===== src/hw/rtl/evd_pkg.sv =====
`default_nettype none

package evd_pkg;

    localparam int unsigned CFG_INDEX_W = 8;
    localparam int unsigned CFG_DATA_W  = 32;

    localparam logic [CFG_INDEX_W-1:0] REG_STRING_COUNT = 8'd0;
    localparam logic [CFG_INDEX_W-1:0] REG_TYPE_COUNT   = 8'd1;

    localparam logic [4:0] TYPE_BYTE    = 5'h00;
    localparam logic [4:0] TYPE_SHORT   = 5'h02;
    localparam logic [4:0] TYPE_CHAR    = 5'h03;
    localparam logic [4:0] TYPE_INT     = 5'h04;
    localparam logic [4:0] TYPE_LONG    = 5'h06;
    localparam logic [4:0] TYPE_FLOAT   = 5'h10;
    localparam logic [4:0] TYPE_DOUBLE  = 5'h11;
    localparam logic [4:0] TYPE_STRING  = 5'h17;
    localparam logic [4:0] TYPE_TYPE    = 5'h18;
    localparam logic [4:0] TYPE_NULL    = 5'h1e;
    localparam logic [4:0] TYPE_BOOLEAN = 5'h1f;

    localparam logic [3:0] KIND_BYTE    = 4'd0;
    localparam logic [3:0] KIND_SHORT   = 4'd1;
    localparam logic [3:0] KIND_CHAR    = 4'd2;
    localparam logic [3:0] KIND_INT     = 4'd3;
    localparam logic [3:0] KIND_LONG    = 4'd4;
    localparam logic [3:0] KIND_FLOAT   = 4'd5;
    localparam logic [3:0] KIND_DOUBLE  = 4'd6;
    localparam logic [3:0] KIND_STRING  = 4'd7;
    localparam logic [3:0] KIND_TYPE    = 4'd8;
    localparam logic [3:0] KIND_NULL    = 4'd9;
    localparam logic [3:0] KIND_BOOLEAN = 4'd10;

    localparam logic [2:0] ST_OK          = 3'd0;
    localparam logic [2:0] ST_SIZE        = 3'd1;
    localparam logic [2:0] ST_INDEX_RANGE = 3'd2;
    localparam logic [2:0] ST_NULL_SIZE   = 3'd3;
    localparam logic [2:0] ST_BAD_BOOLEAN = 3'd4;
    localparam logic [2:0] ST_UNSUPPORTED = 3'd5;
    localparam logic [2:0] ST_TRUNCATED   = 3'd6;

    typedef enum logic [1:0] {
        PH_HEADER  = 2'd0,
        PH_COLLECT = 2'd1,
        PH_SKIP    = 2'd2
    } phase_t;

    typedef struct packed {
        logic [7:0] data_byte;
        logic       end_of_data;
    } in_item_t;

    typedef struct packed {
        logic [3:0]         value_kind;
        logic signed [63:0] integral_value;
        logic [63:0]        float_bits;
        logic [31:0]        index_value;
        logic [2:0]         status;
    } out_item_t;

    function automatic logic [3:0] max_size(input logic [4:0] type_code);
        logic [3:0] size;
        case (type_code)
            TYPE_BYTE:                                        size = 4'd1;
            TYPE_SHORT, TYPE_CHAR:                            size = 4'd2;
            TYPE_INT, TYPE_FLOAT, TYPE_STRING, TYPE_TYPE:     size = 4'd4;
            TYPE_LONG, TYPE_DOUBLE:                           size = 4'd8;
            default:                                          size = 4'd0;
        endcase
        return size;
    endfunction

endpackage

`default_nettype wire


===== src/hw/rtl/encoded_value_decoder_core.sv =====
`default_nettype none

// Byte-serial decoder for encoded values: one byte is taken per clock cycle
// while the output is not stalled. A byte is first held in the input register;
// the byte finishing a value then loads the result register when it is decoded,
// and the result is offered from there. Each byte is decoded combinationally
// against the running accumulator, which sets that rate. Errors give one
// result with only status set, after which bytes are dropped through the one
// marked end_of_data. Configuration writes are accepted at any time but must
// only be made while the block is idle.
module encoded_value_decoder_core (
    input  wire logic                                clk,
    input  wire logic                                rst_n,
    input  wire logic                                in_valid,
    output logic                                     in_ready,
    input  wire evd_pkg::in_item_t                   in_item,
    output logic                                     out_valid,
    input  wire logic                                out_ready,
    output evd_pkg::out_item_t                       out_item,
    input  wire logic                                cfg_valid,
    output logic                                     cfg_ready,
    input  wire logic [evd_pkg::CFG_INDEX_W-1:0]     cfg_index,
    input  wire logic [evd_pkg::CFG_DATA_W-1:0]      cfg_data
);

    logic [31:0]         string_count_reg;
    logic [31:0]         type_count_reg;

    logic                in_valid_reg;
    evd_pkg::in_item_t   in_reg;

    evd_pkg::phase_t     phase_reg, phase_next;
    logic [4:0]          held_type_reg, held_type_next;
    logic [3:0]          held_size_reg, held_size_next;
    logic [3:0]          taken_reg, taken_next;
    logic [63:0]         acc_reg, acc_next;

    logic                out_valid_reg;
    evd_pkg::out_item_t  out_reg;

    logic                advance;
    logic [7:0]          b;
    logic                last;
    logic [4:0]          hdr_type;
    logic [2:0]          hdr_arg;
    logic [3:0]          hdr_size;
    logic [3:0]          hdr_max;
    logic [63:0]         acc_new;
    logic [3:0]          taken_inc;
    logic                collect_done;
    logic [63:0]         sext;
    logic [3:0]          float_gap;
    logic [3:0]          double_gap;
    logic [31:0]         float_shifted;
    logic [63:0]         double_shifted;

    logic                res_valid;
    evd_pkg::out_item_t  res;

    assign cfg_ready = 1'b1;

    always_ff @(posedge clk or negedge rst_n)
    begin
        if (!rst_n)
        begin
            string_count_reg <= '0;
            type_count_reg   <= '0;
        end
        else if (cfg_valid && cfg_ready)
        begin
            case (cfg_index)
                evd_pkg::REG_STRING_COUNT: string_count_reg <= cfg_data;
                evd_pkg::REG_TYPE_COUNT:   type_count_reg   <= cfg_data;
                default:                   ;
            endcase
        end
    end

    assign advance  = in_valid_reg && (!out_valid_reg || out_ready);
    assign in_ready = !in_valid_reg || advance;

    always_ff @(posedge clk or negedge rst_n)
    begin
        if (!rst_n)
        begin
            in_valid_reg <= 1'b0;
        end
        else if (in_ready)
        begin
            in_valid_reg <= in_valid;
        end
    end

    always_ff @(posedge clk)
    begin
        if (in_valid && in_ready)
        begin
            in_reg <= in_item;
        end
    end

    assign b         = in_reg.data_byte;
    assign last      = in_reg.end_of_data;
    assign hdr_type  = b[4:0];
    assign hdr_arg   = b[7:5];
    assign hdr_size  = {1'b0, hdr_arg} + 4'd1;
    assign hdr_max   = evd_pkg::max_size(hdr_type);

    assign acc_new      = acc_reg | (64'(b) << {taken_reg[2:0], 3'b000});
    assign taken_inc    = taken_reg + 4'd1;
    assign collect_done = taken_inc >= held_size_reg;

    always_comb
    begin
        case (held_size_reg)
            4'd1:    sext = {{56{acc_new[7]}}, acc_new[7:0]};
            4'd2:    sext = {{48{acc_new[15]}}, acc_new[15:0]};
            4'd3:    sext = {{40{acc_new[23]}}, acc_new[23:0]};
            4'd4:    sext = {{32{acc_new[31]}}, acc_new[31:0]};
            4'd5:    sext = {{24{acc_new[39]}}, acc_new[39:0]};
            4'd6:    sext = {{16{acc_new[47]}}, acc_new[47:0]};
            4'd7:    sext = {{8{acc_new[55]}}, acc_new[55:0]};
            default: sext = acc_new;
        endcase
    end

    assign float_gap      = 4'd4 - held_size_reg;
    assign double_gap     = 4'd8 - held_size_reg;
    assign float_shifted  = acc_new[31:0] << {float_gap[1:0], 3'b000};
    assign double_shifted = acc_new << {double_gap[2:0], 3'b000};

    // Result of the byte in the decode stage.
    always_comb
    begin
        res_valid = 1'b0;
        res       = '0;
        case (phase_reg)
            evd_pkg::PH_SKIP:
            begin
                res_valid = 1'b0;
            end
            evd_pkg::PH_COLLECT:
            begin
                if (collect_done)
                begin
                    res_valid = 1'b1;
                    case (held_type_reg)
                        evd_pkg::TYPE_BYTE:
                        begin
                            res.value_kind     = evd_pkg::KIND_BYTE;
                            res.integral_value = sext;
                        end
                        evd_pkg::TYPE_SHORT:
                        begin
                            res.value_kind     = evd_pkg::KIND_SHORT;
                            res.integral_value = sext;
                        end
                        evd_pkg::TYPE_CHAR:
                        begin
                            res.value_kind     = evd_pkg::KIND_CHAR;
                            res.integral_value = acc_new;
                        end
                        evd_pkg::TYPE_INT:
                        begin
                            res.value_kind     = evd_pkg::KIND_INT;
                            res.integral_value = sext;
                        end
                        evd_pkg::TYPE_LONG:
                        begin
                            res.value_kind     = evd_pkg::KIND_LONG;
                            res.integral_value = sext;
                        end
                        evd_pkg::TYPE_FLOAT:
                        begin
                            res.value_kind = evd_pkg::KIND_FLOAT;
                            res.float_bits = {32'd0, float_shifted};
                        end
                        evd_pkg::TYPE_DOUBLE:
                        begin
                            res.value_kind = evd_pkg::KIND_DOUBLE;
                            res.float_bits = double_shifted;
                        end
                        evd_pkg::TYPE_STRING:
                        begin
                            if (acc_new[31:0] >= string_count_reg)
                            begin
                                res.status = evd_pkg::ST_INDEX_RANGE;
                            end
                            else
                            begin
                                res.value_kind  = evd_pkg::KIND_STRING;
                                res.index_value = acc_new[31:0];
                            end
                        end
                        default:
                        begin
                            if (acc_new[31:0] >= type_count_reg)
                            begin
                                res.status = evd_pkg::ST_INDEX_RANGE;
                            end
                            else
                            begin
                                res.value_kind  = evd_pkg::KIND_TYPE;
                                res.index_value = acc_new[31:0];
                            end
                        end
                    endcase
                end
                else if (last)
                begin
                    res_valid  = 1'b1;
                    res.status = evd_pkg::ST_TRUNCATED;
                end
            end
            default:
            begin
                res_valid = 1'b1;
                if (hdr_type == evd_pkg::TYPE_NULL)
                begin
                    if (hdr_arg != 3'd0)
                    begin
                        res.status = evd_pkg::ST_NULL_SIZE;
                    end
                    else
                    begin
                        res.value_kind = evd_pkg::KIND_NULL;
                    end
                end
                else if (hdr_type == evd_pkg::TYPE_BOOLEAN)
                begin
                    if (hdr_arg > 3'd1)
                    begin
                        res.status = evd_pkg::ST_BAD_BOOLEAN;
                    end
                    else
                    begin
                        res.value_kind     = evd_pkg::KIND_BOOLEAN;
                        res.integral_value = 64'(hdr_arg);
                    end
                end
                else if (hdr_max == 4'd0)
                begin
                    res.status = evd_pkg::ST_UNSUPPORTED;
                end
                else if (hdr_size > hdr_max)
                begin
                    res.status = evd_pkg::ST_SIZE;
                end
                else if (last)
                begin
                    res.status = evd_pkg::ST_TRUNCATED;
                end
                else
                begin
                    res_valid = 1'b0;
                end
            end
        endcase
    end

    // Next phase.
    always_comb
    begin
        phase_next = phase_reg;
        if (advance)
        begin
            if (res_valid)
            begin
                if (res.status != evd_pkg::ST_OK && !last)
                begin
                    phase_next = evd_pkg::PH_SKIP;
                end
                else
                begin
                    phase_next = evd_pkg::PH_HEADER;
                end
            end
            else
            begin
                case (phase_reg)
                    evd_pkg::PH_SKIP:
                    begin
                        phase_next = last ? evd_pkg::PH_HEADER : evd_pkg::PH_SKIP;
                    end
                    default:
                    begin
                        phase_next = evd_pkg::PH_COLLECT;
                    end
                endcase
            end
        end
    end

    // Next value of the held header fields and the accumulator.
    always_comb
    begin
        held_type_next = held_type_reg;
        held_size_next = held_size_reg;
        taken_next     = taken_reg;
        acc_next       = acc_reg;
        if (advance)
        begin
            case (phase_reg)
                evd_pkg::PH_SKIP:
                begin
                    acc_next = acc_reg;
                end
                evd_pkg::PH_COLLECT:
                begin
                    acc_next   = acc_new;
                    taken_next = taken_inc;
                end
                default:
                begin
                    held_type_next = hdr_type;
                    held_size_next = res_valid ? 4'd0 : hdr_size;
                    taken_next     = 4'd0;
                    acc_next       = '0;
                end
            endcase
        end
    end

    always_ff @(posedge clk or negedge rst_n)
    begin
        if (!rst_n)
        begin
            phase_reg     <= evd_pkg::PH_HEADER;
            held_type_reg <= '0;
            held_size_reg <= '0;
            taken_reg     <= '0;
            acc_reg       <= '0;
        end
        else
        begin
            phase_reg     <= phase_next;
            held_type_reg <= held_type_next;
            held_size_reg <= held_size_next;
            taken_reg     <= taken_next;
            acc_reg       <= acc_next;
        end
    end

    always_ff @(posedge clk or negedge rst_n)
    begin
        if (!rst_n)
        begin
            out_valid_reg <= 1'b0;
        end
        else if (advance && res_valid)
        begin
            out_valid_reg <= 1'b1;
        end
        else if (out_ready)
        begin
            out_valid_reg <= 1'b0;
        end
    end

    always_ff @(posedge clk)
    begin
        if (advance && res_valid)
        begin
            out_reg <= res;
        end
    end

    assign out_valid = out_valid_reg;
    assign out_item  = out_reg;

    // While collecting, the held size is a legal payload length and more bytes are due.
    assert property (@(posedge clk) disable iff (!rst_n)
        phase_reg == evd_pkg::PH_COLLECT |->
            held_size_reg != 4'd0 && held_size_reg <= 4'd8 && taken_reg < held_size_reg)
        else $error("collect state holds an impossible size or byte count");

    // An error result carries nothing but its status.
    assert property (@(posedge clk) disable iff (!rst_n)
        out_valid_reg && out_reg.status != evd_pkg::ST_OK |->
            out_reg.value_kind == 4'd0 && out_reg.integral_value == 64'sd0 &&
            out_reg.float_bits == 64'd0 && out_reg.index_value == 32'd0)
        else $error("error result has a nonzero value field");

    // A byte waiting in the input register is neither lost nor changed.
    assert property (@(posedge clk) disable iff (!rst_n)
        in_valid_reg && !advance |=> in_valid_reg && $stable(in_reg))
        else $error("stalled input byte was dropped or altered");

    // A truncation is only reported on a byte that ends the buffer.
    assert property (@(posedge clk) disable iff (!rst_n)
        advance && res_valid && res.status == evd_pkg::ST_TRUNCATED |-> last)
        else $error("truncation reported without end of data");

    // Leaving the skip state requires the end-of-data byte.
    assert property (@(posedge clk) disable iff (!rst_n)
        phase_reg == evd_pkg::PH_SKIP && phase_next != evd_pkg::PH_SKIP |->
            advance && last)
        else $error("skip state left before end of data");

endmodule

`default_nettype wire

===== config.mk =====
export PLATFORM = sky130hd
export DESIGN_NAME = encoded_value_decoder_core
export DESIGN_NICKNAME = d
export VERILOG_FILES = /design/src/hw/rtl/evd_pkg.sv /design/src/hw/rtl/encoded_value_decoder_core.sv
export SDC_FILE = /design/constraint.sdc
export NUM_CORES = 1
export LEC_CHECK = 0
export BUFFER_PORTS_ARGS = -buffer_cell sky130_fd_sc_hd__clkbuf_2
export CORE_AREA = 2 2 170 172
export CTS_BUF_LIST = sky130_fd_sc_hd__clkbuf_8 sky130_fd_sc_hd__clkbuf_16
export CTS_CLUSTER_DIAMETER = 50
export CTS_CLUSTER_SIZE = 40
export DETAILED_ROUTE_END_ITERATION = 8
export DIE_AREA = 0 0 172 174
export PLACE_DENSITY_LB_ADDON = 0.25
export SETUP_SLACK_MARGIN = 0.15
export SLEW_MARGIN = 20
export SYNTH_ARGS = -nofsm -noshare
export SYNTH_HDL_FRONTEND = slang
export SYNTH_SLANG_ARGS = --single-unit

===== constraint.sdc =====
create_clock -name clk -period 18.9 [get_ports clk]
set_clock_uncertainty 0.05 [all_clocks]
set_input_delay 0.945 -clock clk [delete_from_list [all_inputs] [get_ports clk]]
set_output_delay 0.945 -clock clk [all_outputs]
set_load 0.02 [all_outputs]

==> results.md <==
- Cells on worst reg2reg path: 11
- Critical path launch point type: register
- Die area: 29900 um2
- Part of the power in registers: 35.6%
- Run status: completed
- Routed via count: 13549
- Post CTS Setup Buffer Count: 0
- Drt via density: 6.09
- Crit path kind: reg -> reg
- ANT cells: 0
- Drt initial violations: 1513
- Later-pin clock latency in the skew report: 580 ps
- Global Route met2 Usage: 50.0%
- Final GP Congestion: 0.952
- Residual DRC count: 0
- Die width: 172 um
- Async set or reset register ratio after synthesis: 44.6%
- Final Util: 68.2%
- Hold_buf cts: 0
- Lkg Pwr: 8.37 nW
- Reg-to-Reg Start: taken_reg[0]
- Drt wl/cell: 21.5 um
- Internal power: 1.67 mW
- Initial antenna violation count: 0
- Crit path DAT: 5080 ps
- WL final: 47800 um
- Main area contributors after synthesis: edfxtp_1, dfrtp_1, a21oi_1
- R2R setup slack: 14070 ps
- Worst min path class: in -> async
- Final setup viols: 0
- Met1 Usage GRT: 44.3%
- Clock slew at reported path FFs: 80 ps
- Synth Net Count: 1758
- Share of post-route cells with drive strength above 1: 21.8%
- Initial Util: 58.9%
- Power per cell area: 156 nW/um2
- # clock sinks: 325
- Fill count: 2210
- Most frequent cell after synthesis: a21oi_1
- Hpwl dp: 34100 um
- Met3 Track Usage GR: 4.90%
- Die height: 174 um
- Largest net degree at the start of global routing: 103
- RSZ-0062 raised after global routing: false
- Clock Root Buffer: clkbuf_16
- Maximum capacitance violations: 0
- Synthesis Warnings: 0
- Row cnt: 62
- Final Hold Viols: 0
- Combinational Power Share: 41.7%
- Max-slew headroom: 28.6%
- Routed Antenna Nets: 0
- Worst-Margin Slew: 1070 ps
- Busiest grt layer: met2
- Post-synth EDFFs: 176
- PostCTS Resize Cnt: 0
- Nets@finish: 1950
- Global-route wire length before repair: 73100 um
- Number of buffers created by CTS: 31
- Max reg flops: 167
- NetSw: 1.33 mW
- Pre-CTS setup slack: 14180 ps
- Total power: 2.99 mW
- Post-synth top flop: edfxtp_1
- Fmax: 0.207 GHz
- Max clock buf depth: 3
- Clock power frac: 22.7%
- CP endpoint kind: register
- CTS tree: yes
- H-tree Lvls: 1
- Vias in the first global route: 13092
- Post-Synthesis Cells: 1623
- Worst EP required: 19150 ps
- Synth unique cells: 78
- Reg2Reg Capture Point: out_item[17]
- Part of the Yosys area used for sequential elements: 54.1%
- Cell Area, Synth: 16600 um2
- Period utilization: 25.6%
- Core area: 28200 um2
- Post-synth top area share: 31.8%
- Min Hold Slack: 348 ps
- All-Layer GR Usage: 31.9%
- Input/output buffers: 222
- Max Fanout on Critical Path: 32
- Drt first pass iters: 6
- Cell taking the most area after synthesis: edfxtp_1
- Max-slew violations: 0
- Post-synth top cells: a21oi_1, nand2_1, edfxtp_1
- Synth Register Bits: 325
- Syn_area_per_cell: 10.2 um2
- Setup tns final: 0 ps
- Final worst slack: 14070 ps
- Maximum VDD drop: 0.000113 V
- IO Count: 224
- Layout area overhead: 15.8%
- Switching Share: 44.4%
- GRT overflow: 0
- Post-layout min period: 4830 ps
cell families after synthesis:
group	count (synthesis)	share of synthesized area, %
compound gates	452	15.8
xor+xnor	7	0.369
fa+ha+maj	81	6.09
buf+inv	210	5.05
flops	325	54.1
mux	76	5.71
other cells	1	0.0225
simple gates	471	12.9
critical path: stages (launching register included):
cell and delay, ps:
dfrtp_1 730, nor3b_1 920, a21oi_1 420, inv_1 340, ha_1 170, and4_1 210
nand2b_1 80, or4_1 510, a311oi_1 360, or3b_2 230, a21o_4 430, nor2_1 100
cells in the final DEF (no fill, tap or decap), types with 41 or more instances in the layout:
| cell | instances |
|---|---|
| a21oi_1 | 226 |
| clkbuf_2 | 221 |
| nand2_1 | 204 |
| edfxtp_1 | 176 |
| dfrtp_1 | 144 |
| nor2_1 | 134 |
| inv_1 | 118 |
| o21ai_0 | 101 |
| ha_1 | 80 |
| mux2_2 | 41 |
through the flow:
| stage | std cells | cell area [um2] |
|---|---|---|
| 2_1_floorplan | 1623 | 16600 |
| 3_3_place_gp | 2166 | 18100 |
| 3_5_place_dp | 2166 | 18100 |
| 4_1_cts | 2223 | 19200 |
| 5_1_grt | 2223 | 19300 |
| 6_report | 2223 | 19300 |
per-layer routing:
metal / routed length, um / up-vias
met3: 4760 / 148
met4: 2360 / 0
li1: - / 6138
met5: 0 / -
met2: 21900 / 769
met1: 18800 / 6494
layout make-up:
type                       count  area, um2  area share (%)
sequential                   325       9000            46.7
clock buffer                  31        776            4.03
inverter                     119        447            2.32
tap                          384        480            2.50
clock inverter                26        375            1.95
multi-input combinational   1088       6850            35.6
timing repair buffer         250       1330            6.89
power groups by stage:
stage	sequential (mW)	clock [mW]	combinational [mW]
6_report	1.07	0.680	1.25
3_3_place_gp	1.07	0	1.20
3_5_place_dp	1.08	0	1.22
5_1_grt	1.08	0.711	1.33
2_1_floorplan	1.27	0	0.667
4_1_cts	1.07	0.685	1.22
how the worst max path moves through the flow:
stage                       startpoint            to  slack [ps]  depth (start not counted)
after floorplan                   b[6]   out_item[0]        9110                         10
after global placement    taken_reg[0]  out_item[31]       14340                         11
after detailed placement  taken_reg[0]  out_item[17]       14180                         11
after CTS                 taken_reg[0]  out_item[33]       14190                         11
after global routing      taken_reg[0]  out_item[33]       13850                         11
final                     taken_reg[0]  out_item[17]       14070                         11
Power figures use the tool's default switching activity.
